===== config.mk =====
export PLATFORM = sky130hd
export DESIGN_NAME = stalk_key_decoder_with_autorepeat
export DESIGN_NICKNAME = d
export VERILOG_FILES = /design/src/hdl/stkd_pkg.sv /design/src/hdl/stkd_engine.sv /design/src/hdl/stalk_key_decoder_with_autorepeat.sv
export VERILOG_INCLUDE_DIRS = /design/src /design/src/hdl
export SDC_FILE = /design/constraint.sdc
export NUM_CORES = 1
export LEC_CHECK = 0
export BUFFER_PORTS_ARGS = -buffer_cell sky130_fd_sc_hd__buf_2
export CAP_MARGIN = 20
export CORE_UTILIZATION = 40
export DETAILED_ROUTE_END_ITERATION = 10
export HOLD_SLACK_MARGIN = 0.05
export SKIP_CTS_REPAIR_TIMING = 1
export SKIP_LAST_GASP = 1
export SYNTH_ARGS = -nofsm -noshare
export SYNTH_HDL_FRONTEND = slang
export SYNTH_SLANG_ARGS = --single-unit

===== constraint.sdc =====
create_clock -name clk -period 7.6 [get_ports clk]
set_clock_uncertainty 0.05 [all_clocks]
set_input_delay 1.14 -clock clk [delete_from_list [all_inputs] [get_ports clk]]
set_output_delay 1.14 -clock clk [all_outputs]
set_load 0.05 [all_outputs]

===== src/hdl/assert_macros.svh =====
// Assertion macros shared by the RTL of the stalk key decoder.
// Depends on nothing; the bodies are empty when SYNTH is defined.
`ifndef ASSERT_MACROS_SVH
`define ASSERT_MACROS_SVH
`ifndef SYNTH
`define SKD_ASSERT(lbl, clk, rst, prop, msg) \
  lbl: assert property (@(posedge clk) disable iff (rst) prop) else $error(msg);
`define SKD_NEVER(lbl, clk, rst, cond, msg) \
  lbl: assert property (@(posedge clk) disable iff (rst) !(cond)) else $error(msg);
`else
`define SKD_ASSERT(lbl, clk, rst, prop, msg)
`define SKD_NEVER(lbl, clk, rst, cond, msg)
`endif
`endif


===== src/hdl/stkd_pkg.sv =====
// Types, codes and lookup functions of the stalk key decoder.
// Depends on nothing; used by stkd_engine and the top level.
`default_nettype none
package stkd_pkg;

  typedef struct packed {
    logic       action;
    logic [7:0] pkt_byte0;
    logic [7:0] pkt_byte1;
    logic [7:0] pkt_byte2;
    logic [3:0] screen_mode;
  } item_t;

  typedef struct packed {
    logic [2:0]  host_button;
    logic [15:0] host_time_held;
    logic        frame_valid;
    logic [7:0]  frame_byte0;
    logic [7:0]  frame_byte1;
    logic [7:0]  frame_byte2;
  } result_t;

  localparam int CFG_INDEX_W = 3;
  localparam int CFG_DATA_W  = 16;

  localparam logic [CFG_INDEX_W-1:0] CFG_PHONE_KIT     = 3'd0;
  localparam logic [CFG_INDEX_W-1:0] CFG_KEY_RELEASE   = 3'd1;
  localparam logic [CFG_INDEX_W-1:0] CFG_LONG_PRESS    = 3'd2;
  localparam logic [CFG_INDEX_W-1:0] CFG_REPEAT        = 3'd3;
  localparam logic [CFG_INDEX_W-1:0] CFG_HANGUP_EXTEND = 3'd4;
  localparam logic [CFG_INDEX_W-1:0] CFG_RADIO_MODE    = 3'd5;

  localparam logic ACT_PACKET = 1'b0;
  localparam logic ACT_TICK   = 1'b1;

  localparam logic [2:0] BTN_NONE   = 3'd0;
  localparam logic [2:0] BTN_HANGUP = 3'd1;
  localparam logic [2:0] BTN_VOICE  = 3'd2;
  localparam logic [2:0] BTN_TUP    = 3'd3;
  localparam logic [2:0] BTN_TDN    = 3'd4;
  localparam logic [2:0] BTN_VUP    = 3'd5;
  localparam logic [2:0] BTN_VDN    = 3'd6;

  localparam logic [3:0] MENU_NONE     = 4'd0;
  localparam logic [3:0] MENU_MAIN     = 4'd1;
  localparam logic [3:0] MENU_SETTINGS = 4'd2;
  localparam logic [3:0] MENU_WRIGHT   = 4'd3;
  localparam logic [3:0] MENU_WLEFT    = 4'd4;
  localparam logic [3:0] MENU_LEFT     = 4'd5;
  localparam logic [3:0] MENU_RIGHT    = 4'd6;
  localparam logic [3:0] MENU_BC       = 4'd7;
  localparam logic [3:0] MENU_OK       = 4'd8;

  localparam logic [7:0] PKT_KEY      = 8'h01;
  localparam logic [7:0] PKT_VOLUME   = 8'h08;
  localparam logic [7:0] PKT_VOLUME_ID = 8'h93;
  localparam logic [7:0] PKT_VOL_UP   = 8'h01;
  localparam logic [7:0] PKT_VOL_DOWN = 8'hff;

  localparam logic [7:0] FRAME_RELEASE = 8'h00;
  localparam logic [7:0] FRAME_PRESS   = 8'h01;
  localparam logic [7:0] FRAME_WHEEL   = 8'h08;
  localparam logic [7:0] WHEEL_CODE    = 8'h6a;
  localparam logic [7:0] WHEEL_RIGHT   = 8'h01;
  localparam logic [7:0] WHEEL_LEFT    = 8'hff;

  // Key code of a key press packet; BTN_NONE means the code is unknown.
  function automatic logic [2:0] decode_key(input logic [7:0] code);
    logic [2:0] btn;
    btn = BTN_NONE;
    case (code)
      8'h9f, 8'h82: btn = BTN_HANGUP;
      8'h90, 8'h81: btn = BTN_VOICE;
      8'h91, 8'h8e: btn = BTN_TUP;
      8'h92, 8'h8f: btn = BTN_TDN;
      8'h9d:        btn = BTN_VUP;
      8'h9e:        btn = BTN_VDN;
      default:      btn = BTN_NONE;
    endcase
    return btn;
  endfunction

  function automatic logic [7:0] menu_code(input logic [3:0] key);
    logic [7:0] code;
    code = 8'h00;
    case (key)
      MENU_MAIN:     code = 8'he0;
      MENU_SETTINGS: code = 8'hff;
      MENU_WRIGHT:   code = 8'h6a;
      MENU_WLEFT:    code = 8'h6a;
      MENU_LEFT:     code = 8'h6d;
      MENU_RIGHT:    code = 8'h6c;
      MENU_BC:       code = 8'h01;
      MENU_OK:       code = 8'h6f;
      default:       code = 8'h00;
    endcase
    return code;
  endfunction

endpackage
`default_nettype wire


===== src/hdl/stkd_engine.sv =====
// Configuration registers, button state and the single-pass step logic.
// Depends on stkd_pkg; computes the result of the beat offered on take.
`default_nettype none
module stkd_engine
  import stkd_pkg::*;
#(
  parameter int TIMER_BITS = 16
) (
  input  wire logic                   clk,
  input  wire logic                   rst,
  input  wire logic                   cfg_write,
  input  wire logic [CFG_INDEX_W-1:0] cfg_index,
  input  wire logic [CFG_DATA_W-1:0]  cfg_data,
  input  wire logic                   take,
  input  wire item_t                  item,
  output result_t                     result_next
);

  localparam int CW = (TIMER_BITS > 16) ? TIMER_BITS : 16;
  localparam logic [TIMER_BITS-1:0] TMAX = '1;

  logic        handsfree_fitted;
  logic [15:0] key_release_ticks;
  logic [15:0] long_press_ticks;
  logic [15:0] repeat_ticks;
  logic [15:0] hangup_extend_ticks;
  logic [3:0]  radio_mode_code;

  logic [2:0]            raw_button, raw_button_next;
  logic [TIMER_BITS-1:0] release_timer, release_timer_next;
  logic [2:0]            prev_raw_button, prev_raw_button_next;
  logic [2:0]            released_button, released_button_next;
  logic [TIMER_BITS-1:0] released_hold_time, released_hold_time_next;
  logic [TIMER_BITS-1:0] raw_held_timer, raw_held_timer_next;
  logic [3:0]            menu_key, menu_key_next;
  logic [3:0]            prev_menu_key, prev_menu_key_next;
  logic [TIMER_BITS-1:0] repeat_timer, repeat_timer_next;
  logic [7:0]            repeat_count, repeat_count_next;
  logic [TIMER_BITS-1:0] extend_timer, extend_timer_next;
  logic [3:0]            prev_display_mode, prev_display_mode_next;
  logic                  wait_release, wait_release_next;
  logic [2:0]            host_button, host_button_next;
  logic [2:0]            prev_host_button, prev_host_button_next;
  logic [TIMER_BITS-1:0] host_hold_timer, host_hold_timer_next;

  logic [CW-1:0]         release_wide, repeat_wide, extend_wide, long_wide, hold_wide;
  logic [TIMER_BITS-1:0] release_load, repeat_load, extend_load;
  logic [2:0]            key_btn;
  logic                  long_hold, short_release;
  logic [7:0]            code;
  logic                  frame_valid;
  logic [7:0]            frame0, frame1, frame2;

  assign release_wide = CW'(key_release_ticks);
  assign repeat_wide  = CW'(repeat_ticks);
  assign extend_wide  = CW'(hangup_extend_ticks);
  assign long_wide    = CW'(long_press_ticks);
  assign release_load = release_wide[TIMER_BITS-1:0];
  assign repeat_load  = repeat_wide[TIMER_BITS-1:0];
  assign extend_load  = extend_wide[TIMER_BITS-1:0];
  assign key_btn      = decode_key(item.pkt_byte1);

  always_comb begin
    raw_button_next         = raw_button;
    release_timer_next      = release_timer;
    prev_raw_button_next    = prev_raw_button;
    released_button_next    = released_button;
    released_hold_time_next = released_hold_time;
    raw_held_timer_next     = raw_held_timer;
    menu_key_next           = menu_key;
    prev_menu_key_next      = prev_menu_key;
    repeat_timer_next       = repeat_timer;
    repeat_count_next       = repeat_count;
    extend_timer_next       = extend_timer;
    prev_display_mode_next  = prev_display_mode;
    wait_release_next       = wait_release;
    host_button_next        = host_button;
    prev_host_button_next   = prev_host_button;
    host_hold_timer_next    = host_hold_timer;
    long_hold               = 1'b0;
    short_release           = 1'b0;
    code                    = 8'h00;
    frame_valid             = 1'b0;
    frame0                  = 8'h00;
    frame1                  = 8'h00;
    frame2                  = 8'h00;

    if (item.action == ACT_PACKET) begin
      if (item.pkt_byte0 == PKT_KEY) begin
        if (key_btn != BTN_NONE) begin
          raw_button_next = key_btn;
        end
      end else if (item.pkt_byte0 == PKT_VOLUME && item.pkt_byte1 == PKT_VOLUME_ID) begin
        if (item.pkt_byte2 == PKT_VOL_UP) begin
          raw_button_next    = BTN_VUP;
          release_timer_next = release_load;
        end else if (item.pkt_byte2 == PKT_VOL_DOWN) begin
          raw_button_next    = BTN_VDN;
          release_timer_next = release_load;
        end
      end else begin
        raw_button_next    = BTN_NONE;
        release_timer_next = '0;
      end
    end else begin
      // Release timeout and raw hold time.
      if (release_timer != '0) begin
        release_timer_next = release_timer - 1'b1;
        if (release_timer_next == '0) begin
          raw_button_next = BTN_NONE;
        end
      end
      if (raw_button_next != prev_raw_button) begin
        released_button_next    = prev_raw_button;
        released_hold_time_next = raw_held_timer;
        raw_held_timer_next     = '0;
        prev_raw_button_next    = raw_button_next;
      end else if (raw_held_timer != TMAX) begin
        raw_held_timer_next = raw_held_timer + 1'b1;
      end

      // Mapping by display mode.
      if (item.screen_mode != prev_display_mode) begin
        prev_display_mode_next = item.screen_mode;
        wait_release_next      = 1'b1;
      end
      if (raw_button_next == BTN_NONE) begin
        wait_release_next = 1'b0;
      end
      long_hold     = CW'(raw_held_timer_next) > long_wide;
      short_release = CW'(released_hold_time_next) < long_wide;

      if (item.screen_mode == radio_mode_code) begin
        menu_key_next = MENU_NONE;
        unique case (raw_button_next)
          BTN_HANGUP: begin
            if (long_hold) begin
              menu_key_next = MENU_SETTINGS;
            end
          end
          BTN_VOICE: begin
            if (!wait_release_next && !handsfree_fitted) begin
              host_button_next  = BTN_VOICE;
              extend_timer_next = '0;
            end
          end
          BTN_TUP, BTN_TDN, BTN_VUP, BTN_VDN: begin
            if (!wait_release_next) begin
              host_button_next  = raw_button_next;
              extend_timer_next = '0;
            end
          end
          BTN_NONE: begin
            if (released_button_next == BTN_HANGUP) begin
              if (short_release && !handsfree_fitted) begin
                host_button_next  = BTN_HANGUP;
                extend_timer_next = extend_load;
              end
            end else if (extend_timer != '0) begin
              extend_timer_next = extend_timer - 1'b1;
            end else begin
              host_button_next = BTN_NONE;
            end
          end
          default: host_button_next = BTN_NONE;
        endcase
      end else begin
        host_button_next = BTN_NONE;
        unique case (raw_button_next)
          BTN_HANGUP: begin
            if (long_hold) begin
              menu_key_next = MENU_SETTINGS;
            end
          end
          BTN_TUP: if (!wait_release_next) menu_key_next = MENU_RIGHT;
          BTN_TDN: if (!wait_release_next) menu_key_next = MENU_LEFT;
          BTN_VUP: if (!wait_release_next) menu_key_next = MENU_OK;
          BTN_VDN: if (!wait_release_next) menu_key_next = MENU_MAIN;
          default: menu_key_next = MENU_NONE;
        endcase
      end
      released_button_next = BTN_NONE;

      if (host_hold_timer != TMAX) begin
        host_hold_timer_next = host_hold_timer + 1'b1;
      end
      if (prev_host_button != host_button_next) begin
        host_hold_timer_next  = '0;
        prev_host_button_next = host_button_next;
      end

      // Menu key frames.
      code = menu_code(menu_key_next);
      if (menu_key_next != MENU_NONE) begin
        if (prev_menu_key != menu_key_next) begin
          repeat_timer_next = repeat_load;
          repeat_count_next = 8'h00;
          frame_valid       = 1'b1;
          if (menu_key_next == MENU_WRIGHT) begin
            frame0 = FRAME_WHEEL;
            frame1 = WHEEL_CODE;
            frame2 = WHEEL_RIGHT;
          end else if (menu_key_next == MENU_WLEFT) begin
            frame0 = FRAME_WHEEL;
            frame1 = WHEEL_CODE;
            frame2 = WHEEL_LEFT;
          end else begin
            frame0 = FRAME_PRESS;
            frame1 = code;
            frame2 = 8'h00;
          end
        end else if (repeat_timer != '0) begin
          repeat_timer_next = repeat_timer - 1'b1;
          if (repeat_timer_next == '0) begin
            repeat_timer_next = repeat_load;
            repeat_count_next = repeat_count + 1'b1;
            if (menu_key_next != MENU_WRIGHT && menu_key_next != MENU_WLEFT) begin
              frame_valid = 1'b1;
              frame0      = FRAME_PRESS;
              frame1      = code;
              frame2      = repeat_count_next;
            end
          end
        end
      end else if (prev_menu_key != MENU_NONE) begin
        repeat_timer_next = '0;
        if (prev_menu_key != MENU_WRIGHT && prev_menu_key != MENU_WLEFT) begin
          frame_valid = 1'b1;
          frame0      = FRAME_RELEASE;
          frame1      = menu_code(prev_menu_key);
          frame2      = repeat_count;
        end
        repeat_count_next = 8'h00;
      end
      prev_menu_key_next = menu_key_next;
    end
  end

  assign hold_wide = CW'(host_hold_timer_next);

  always_comb begin
    result_next.host_button    = host_button_next;
    result_next.host_time_held = hold_wide[15:0];
    result_next.frame_valid    = frame_valid;
    result_next.frame_byte0    = frame0;
    result_next.frame_byte1    = frame1;
    result_next.frame_byte2    = frame2;
  end

  always_ff @(posedge clk) begin
    if (rst) begin
      handsfree_fitted    <= 1'b0;
      key_release_ticks   <= 16'd50;
      long_press_ticks    <= 16'd2000;
      repeat_ticks        <= 16'd100;
      hangup_extend_ticks <= 16'd200;
      radio_mode_code     <= 4'd0;
      raw_button          <= BTN_NONE;
      release_timer       <= '0;
      prev_raw_button     <= BTN_NONE;
      released_button     <= BTN_NONE;
      released_hold_time  <= '0;
      raw_held_timer      <= '0;
      menu_key            <= MENU_NONE;
      prev_menu_key       <= MENU_NONE;
      repeat_timer        <= '0;
      repeat_count        <= 8'h00;
      extend_timer        <= '0;
      prev_display_mode   <= 4'd0;
      wait_release        <= 1'b0;
      host_button         <= BTN_NONE;
      prev_host_button    <= BTN_NONE;
      host_hold_timer     <= '0;
    end else begin
      if (cfg_write) begin
        case (cfg_index)
          CFG_PHONE_KIT:     handsfree_fitted    <= cfg_data[0];
          CFG_KEY_RELEASE:   key_release_ticks   <= cfg_data;
          CFG_LONG_PRESS:    long_press_ticks    <= cfg_data;
          CFG_REPEAT:        repeat_ticks        <= cfg_data;
          CFG_HANGUP_EXTEND: hangup_extend_ticks <= cfg_data;
          CFG_RADIO_MODE:    radio_mode_code     <= cfg_data[3:0];
          default: ;
        endcase
      end
      if (take) begin
        raw_button         <= raw_button_next;
        release_timer      <= release_timer_next;
        prev_raw_button    <= prev_raw_button_next;
        released_button    <= released_button_next;
        released_hold_time <= released_hold_time_next;
        raw_held_timer     <= raw_held_timer_next;
        menu_key           <= menu_key_next;
        prev_menu_key      <= prev_menu_key_next;
        repeat_timer       <= repeat_timer_next;
        repeat_count       <= repeat_count_next;
        extend_timer       <= extend_timer_next;
        prev_display_mode  <= prev_display_mode_next;
        wait_release       <= wait_release_next;
        host_button        <= host_button_next;
        prev_host_button   <= prev_host_button_next;
        host_hold_timer    <= host_hold_timer_next;
      end
    end
  end

endmodule
`default_nettype wire


===== src/hdl/stalk_key_decoder_with_autorepeat.sv =====
// Top level of the stalk key decoder: step engine plus output register and skid.
// Depends on stkd_pkg, stkd_engine and assert_macros.svh.
//
//   channel  direction  handshake                 payload
//   item     in         item_valid / item_stall   item_t
//   result   out        result_valid / result_stall result_t
//   config   in         cfg_write                 cfg_index, cfg_data
//
// Each beat is computed combinationally from the stored state into the result register.
// One beat can be accepted every cycle while the result side keeps up.
// A stalled result is held in the output register and one more in the skid stage.
// Reset is synchronous; it loads the register defaults and clears all button state.
`default_nettype none
`include "assert_macros.svh"
module stalk_key_decoder_with_autorepeat
  import stkd_pkg::*;
#(
  parameter int TIMER_BITS = 16
) (
  input  wire logic                   clk,
  input  wire logic                   rst,
  input  wire logic                   cfg_write,
  input  wire logic [CFG_INDEX_W-1:0] cfg_index,
  input  wire logic [CFG_DATA_W-1:0]  cfg_data,
  input  wire logic                   item_valid,
  output logic                        item_stall,
  input  wire item_t                  item,
  output logic                        result_valid,
  input  wire logic                   result_stall,
  output result_t                     result
);

  logic    accept;
  logic    result_take;
  logic    skid_valid;
  result_t skid;
  result_t step_result;

  assign item_stall  = skid_valid;
  assign accept      = item_valid && !item_stall;
  assign result_take = result_valid && !result_stall;

  stkd_engine #(
    .TIMER_BITS(TIMER_BITS)
  ) u_engine (
    .clk        (clk),
    .rst        (rst),
    .cfg_write  (cfg_write),
    .cfg_index  (cfg_index),
    .cfg_data   (cfg_data),
    .take       (accept),
    .item       (item),
    .result_next(step_result)
  );

  always_ff @(posedge clk) begin
    if (rst) begin
      result_valid <= 1'b0;
      skid_valid   <= 1'b0;
    end else if (!result_valid || result_take) begin
      if (skid_valid) begin
        result_valid <= 1'b1;
        skid_valid   <= 1'b0;
      end else begin
        result_valid <= accept;
      end
    end else if (accept) begin
      skid_valid <= 1'b1;
    end
  end

  always_ff @(posedge clk) begin
    if (!result_valid || result_take) begin
      if (skid_valid) begin
        result <= skid;
      end else if (accept) begin
        result <= step_result;
      end
    end else if (accept) begin
      skid <= step_result;
    end
  end

  `SKD_ASSERT(a_skid_behind_out, clk, rst, skid_valid |-> result_valid, "skid holds a beat while the output is empty")
  `SKD_ASSERT(a_skid_moves_up, clk, rst, (result_take && skid_valid) |=> (result_valid && !skid_valid), "skid beat not moved to output")
  `SKD_ASSERT(a_accept_shows, clk, rst, accept |=> result_valid, "accepted beat did not reach the output")
  `SKD_NEVER(a_host_code, clk, rst, result_valid && (result.host_button > BTN_VDN), "host button code out of range")
  `SKD_ASSERT(a_idle_frame_zero, clk, rst, (result_valid && !result.frame_valid) |-> (result.frame_byte0 == 8'h00 && result.frame_byte1 == 8'h00 && result.frame_byte2 == 8'h00), "frame bytes set without a frame")

endmodule
`default_nettype wire

==> results of run 1 <==
-- worst min-delay path: stages, from the launching register on --
cell and delay, ps:
dfxtp_1 310, nand2_1 50, a21oi_1 50
-- power by group through the flow --
| stage | Combinational, µW | Sequential (µW) | Clock (µW) |
|---|---|---|---|
| floorplan | 207 | 1640 | 0 |
| global placement | 325 | 1620 | 0 |
| detailed placement | 328 | 1620 | 0 |
| CTS | 329 | 1590 | 1580 |
| global route | 362 | 1590 | 1630 |
| finish | 330 | 1590 | 1540 |
-- cell usage in the layout (no fill, tap or decap), types with 16 or more instances in the layout --
cell type	instances
nand2_1	358
dfxtp_1	202
nor2_1	176
a21oi_1	173
buf_2	91
o21ai_0	80
edfxtp_1	74
inv_1	58
ha_1	49
nand3_1	45
xnor2_1	44
nor3_1	43
clkbuf_16	31
mux2_2	29
or3_1	27
mux2i_1	26
xor2_1	26
and3_1	21
o31ai_1	21
buf_4	21
nand4_1	19
nor4_1	19
nand3b_1	18
nor2b_1	16
-- cell type report --
cell class	count	area, µm²	share of cell area
clock buffers	39	846	0.0479
clock inverters	17	194	0.0110
inverters	59	221	0.0125
multi-input cells	1472	8820	0.499
flip-flops and latches	277	6290	0.356
well taps	518	648	0.0367
repair buffers	115	656	0.0371
-- routing by layer --
layer	vias to the layer above	wire, µm	global-route usage
met5	-	0	0
met3	61	1830	0.0279
li1	6925	-	-
met2	314	20100	0.353
met1	6677	20100	0.283
met4	0	844	0.0491
-- Yosys cell counts (14+ instances only) --
master,instances,area share
nor2_1,179,0.043
buf_2,15,0.0048
nand3_1,45,0.014
o31ai_1,21,0.010
inv_1,58,0.014
nand2_1,358,0.085
dfxtp_1,203,0.26
nor2b_1,16,0.0063
mux2i_1,26,0.016
nand3b_1,18,0.0086
xnor2_1,44,0.024
a22oi_1,14,0.0067
clkbuf_1,89,0.021
nor4_1,20,0.0079
ha_1,50,0.040
mux2_2,29,0.021
edfxtp_1,74,0.14
nand4_1,19,0.0075
and2_1,15,0.0059
nor3_1,44,0.014
or3_1,27,0.011
and3_1,21,0.0083
xor2_1,26,0.014
a21oi_1,174,0.055
a31oi_1,16,0.0063
o21ai_0,81,0.026
-- registers in the layout (all words and copies together) (netlist names), 4 cells and up, named ones only --
signal                       cells
u_engine.host_hold_timer        16
u_engine.key_release_ticks      16
u_engine.extend_load            16
u_engine.released_hold_time     16
u_engine.long_press_ticks       16
u_engine.menu_key                4
skid                            37
u_engine.extend_timer           16
result                          37
u_engine.repeat_timer           16
u_engine.repeat_count            8
u_engine.prev_display_mode       4
u_engine.repeat_load            16
u_engine.radio_mode_code         4
u_engine.release_timer          16
u_engine.raw_held_timer         16
-- worst max path at each step --
stage | to | start | depth (start not counted) | slack (ps)
after detailed placement | result[5] | u_engine.release_timer[0] | 24 | 290
final | result[5] | u_engine.release_timer[0] | 25 | 590
after CTS | result[5] | u_engine.release_timer[0] | 24 | 280
after global placement | result[7] | u_engine.release_timer[0] | 26 | 650
after global routing | u_engine.repeat_count[2] | u_engine.release_timer[0] | 22 | 110
after floorplan | result[14] | u_engine.release_timer[1] | 31 | 940
-- cells by family after synthesis --
group,after synthesis,synth area share
mux,55,0.0372
buf+inv,185,0.0479
flops,277,0.398
compound gates,461,0.189
simple gates,830,0.249
fa+ha+maj,50,0.0397
other cells,1,0.000238
xor+xnor,70,0.0389
-- per-stage QoR --
step	util	cell area, µm²	cells	hold slack (ps)	total power, µW
3_3_place_gp	0.428	16600	2439	391	1940
5_1_grt	0.456	17700	2497	425	3590
4_1_cts	0.455	17600	2495	403	3490
6_report	0.456	17700	2497	403	3460
2_1_floorplan	-	15800	1934	382	1850
3_5_place_dp	0.428	16600	2439	395	1950
==> impl_metrics.ini, run 1 <==
[run_status]
status = finished clean

[floorplanning]
core_area_mm2 = 0.0387
dieArea_mm2 = 0.0402
die_height_um = 201
ios = 99
rows = 72
die_w_um = 201
initial_utilization = 0.407

[hold_path]
hp-start = u_engine.long_press_ticks[5]
worstHoldPathCells = 2
hold_class = flop to flop
whs_endpoint = u_engine.long_press_ticks[5]

[yosys]
synth_area_per_cell_um2 = 8.18
ys_seq_area_frac = 0.398
synthCells = 1929
synth_ff_type = dfxtp_1
syn_area_mm2 = 0.0158
ys_seq_elements = 277
synth-edff-count = 74
ys_async_sr_fraction = 0
synth_cell_type_count = 89
yosysWarnings = 0

[setup_path]
rrSetupSlack_ps = 590
cp.required_ps = 7940
crit_buf_inv = 5
crit_path_start_kind = flop
reg2reg_to = result[5]
cp_top_family = compound AO/OA/AOI/OAI gates
slowest_delay_ps = 540
critPathArrivalTime_ps = 7350
reg2regPathDepth = 25
crit_fanout = 39
cp_slowest_cell = a2111o_1
path_class = flop to flop
r2r_start = u_engine.release_timer[0]
cp-end-kind = flop

[timing]
rsz0062_at_grt = no
finalMaxSlewViolations = 0
setup_ws_ps = 590
hold_viol_final = 0
period_needed_ps = 7010
max_slew.worst_pin.slew_ps = 1040
setup-tns-final_ps = 0
max_freq_ghz = 0.143
post-route-period-util = 0.922
setup_viol = 0
relSlewSlack = 0.305

[clock_network]
cts_tree = done
cts_root_buf = clkbuf_16
cts_buffers = 31
path_clk_slew_ps = 60
clock_path_buffers = 3
clk_latency_ps = 570
cts.sinks = 277
cts.htree.levels = 1

[placed_design]
io_buffers = 92
post-place-ws_ps = 290
hpwl_mm = 30.1
place_congestion = 0.901

[cells_and_area]
n_antenna_cell = 0
fillers = 3840
drive_above_1_share = 0.125
area_delta_synth_final_pct = 12.0
nets = 2059

[power_and_ir_drop]
sw_frac_of_total = 0.256
peakVddDrop_mv = 0.181
leakage_uw = 0.00664
p_sw_uw = 886
clock_power_share = 0.446
power_frac_seq = 0.459
p_int_uw = 2570
p_comb_frac = 0.096
cellPowerDensity_mw_per_mm2 = 196

[detailed_routing]
first_pass_iters = 5
wire_per_inst_um = 17.1
viasPerCell = 5.60
routed_wl_mm = 42.8
drc = 0
vias = 14000
antenna_left = 0
drt_iter0_markers = 969

[global_route]
grt_max_degree = 110
antenna_found_initial = 0
grt_pass1_wl_mm = 69.6
grt.total_usage = 0.209
gr-total-overflow = 0
first_global_vias = 13200

[job]
drv_cap = 0
No activity file was read; power rests on OpenSTA's default activity.
==> inputs of run 2 (changes only) <==
Settings changed: ABC_AREA set to 1.
==> impl_metrics.ini, run 2 <==
[yosys]
synth_common_cells = nand2_1, inv_1, nor2_1, dfxtp_1, a21oi_1
synth_area_per_cell_um2 = 7.45
ys_async_sr_fraction = 0
synth_top_family_by_area = simple AND/OR/NAND/NOR gates
yosysWarnings = 0
synth_top_cell_area_share = 0.267
synth_ff_type = dfxtp_1
yosysMostFrequentCell = nand2_1
ys_seq_elements = 277
synth-edff-count = 74
syn_area_mm2 = 0.0152
synth_xor_area_frac = 0.0355
synth-simple-area-share = 0.243
synthMuxAreaShare = 0
synth_area_leaders = dfxtp_1, edfxtp_1, nand2_1
synthCells = 2044
synth_cell_type_count = 64
synth_compound_area_frac = 0.181
synthAdderAreaFrac = 0.0411
ys_seq_area_frac = 0.413
synth_top_area_cell = dfxtp_1

[detailed_routing]
antenna_left = 0
drc = 0
vias = 13500
first_pass_iters = 7
viasPerCell = 5.13
drt_iter0_markers = 879
wire_per_inst_um = 14.5
routed_wl_mm = 38.4

[cells_and_area]
nets = 2206
n_antenna_cell = 0
final_cell_mix = nand2_1, inv_1, nor2_1, dfxtp_1, a21oi_1
drive_above_1_share = 0.122
layout_commonest_cell = nand2_1
multi_input_area_mm2 = 0.00768
largestRegisters = result x37, skid x37
stdcell_count = 2637
area_delta_synth_final_pct = 12.8
regArea_mm2 = 0.00629
fillers = 3819

[timing]
setup_viol = 0
finalMaxSlewViolations = 0
period_needed_ps = 6450
hold_viol_final = 0
setup_ws_ps = 1150
setup-tns-final_ps = 0
relSlewSlack = 0.306
max_freq_ghz = 0.155
rsz0062_at_grt = no
max_slew.worst_pin.slew_ps = 1040
post-route-period-util = 0.849

[placed_design]
post-place-ws_ps = 1250
placed_cells = 2581
hpwl_mm = 27.2
io_buffers = 92
place_congestion = 0.892

[job]
drv_cap = 0

[floorplanning]
dieArea_mm2 = 0.0388
initial_utilization = 0.405
ios = 99
rows = 71
die_w_um = 197
core_area_mm2 = 0.0376
die_height_um = 197

[global_route]
grt_max_degree = 97
antenna_found_initial = 0
grt_pass1_wl_mm = 62.7
grt.total_usage = 0.196
first_global_vias = 12500
gr-total-overflow = 0

[setup_path]
slowest_delay_ps = 370
reg2reg_to = u_engine.repeat_count[2]
cp-end-kind = flop
endpoint = u_engine.repeat_count[2]
critPathArrivalTime_ps = 6880
crit_fanout = 24
crit_path_start_kind = flop
cp.required_ps = 8020
cpMostUsedCell = nand2_1
path_class = flop to flop
rrSetupSlack_ps = 1150
cp_slowest_cell = nand4_2
reg2regPathDepth = 36
r2r_start = u_engine.release_timer[1]
crit_start = u_engine.release_timer[1]

[power_and_ir_drop]
cellPowerDensity_mw_per_mm2 = 222
leakage_uw = 0.00741
peakVddDrop_mv = 0.163

[clock_network]
path_clk_slew_ps = 70
clk_latency_ps = 560
cts_tree = done
cts.htree.levels = 1
cts_root_buf = clkbuf_16
cts_buffers = 30
cts.sinks = 277
clock_path_buffers = 3

[hold_path]
hold_class = flop to flop

[run_status]
status = finished clean
[run 2: cell count changes in the layout (fill, tap and decap cells not counted), moves of 26 or more]
cell / delta
inv_1: +169
mux2_2: -29
mux2i_1: -26
nand2_1: +41
nor2_1: +45
o21ai_0: +87
o21ai_1: +31
or3_1: -27
xnor2_1: -30
[run 2: how the worst min path moves through the flow]
| stage | startpoint | endpoint | slack (ps) | depth (start not counted) |
|---|---|---|---|---|
| final | u_engine.repeat_load[1] | u_engine.repeat_load[1] | 410 | 2 |
| after floorplan | u_engine.key_release_ticks[5] | u_engine.key_release_ticks[5] | 380 | 2 |
| after CTS | u_engine.repeat_load[1] | u_engine.repeat_load[1] | 410 | 2 |
| after global placement | u_engine.repeat_load[3] | u_engine.repeat_load[3] | 400 | 2 |
| after detailed placement | u_engine.extend_load[7] | u_engine.extend_load[7] | 400 | 2 |
| after global routing | u_engine.repeat_load[7] | u_engine.repeat_load[7] | 430 | 2 |
[run 2: metal layers]
layer,vias to the layer above,GRT usage,part of all wire
li1,6909,-,-
met1,6224,0.275,0.48
met2,323,0.318,0.45
met3,61,0.0251,0.046
met4,0,0.0525,0.023
met5,-,0,0
[run 2: cell families after synthesis]
group / count (synthesis)
fa+ha+maj: 50
xor+xnor: 60
compound gates: 483
flops: 277
buf+inv: 336
other cells: 1
simple gates: 837
[run 2: final cells by class]
cell class / instances / share of cell area
Clock inverter: 12 / 0.00823
Clock buffer: 43 / 0.0501
Inverter: 249 / 0.0544
Tap cell: 511 / 0.0372
Multi-Input combinational cell: 1436 / 0.447
Timing Repair Buffer: 109 / 0.0366
Sequential cell: 277 / 0.366
[run 2: critical path: cells and delay by family, from the launching register on]
| family | cells | cell delay (ps) |
|---|---|---|
| buffers and inverters | 6 | 1070 |
| flip-flops | 1 | 330 |
| adder cells (fa/ha/maj) | 2 | 500 |
| AO/OA/AOI/OAI | 6 | 940 |
| AND/OR/NAND/NOR | 22 | 3480 |
[run 2: per-stage QoR]
step / hold slack [ps] / power [µW] / instance area [µm²] / utilization
6_report: 410 / 3810 / 17200 / 0.457
5_1_grt: 433 / 3990 / 17200 / 0.457
4_1_cts: 411 / 3850 / 17100 / 0.456
3_5_place_dp: 399 / 2360 / 16100 / 0.430
3_3_place_gp: 396 / 2350 / 16100 / 0.429
2_1_floorplan: 379 / 2190 / 15200 / -
[run 2: where the power goes]
group	internal, µW	switching (µW)
registers	1590	43.9
logic	205	493
clock network	885	592
total	2680	1130
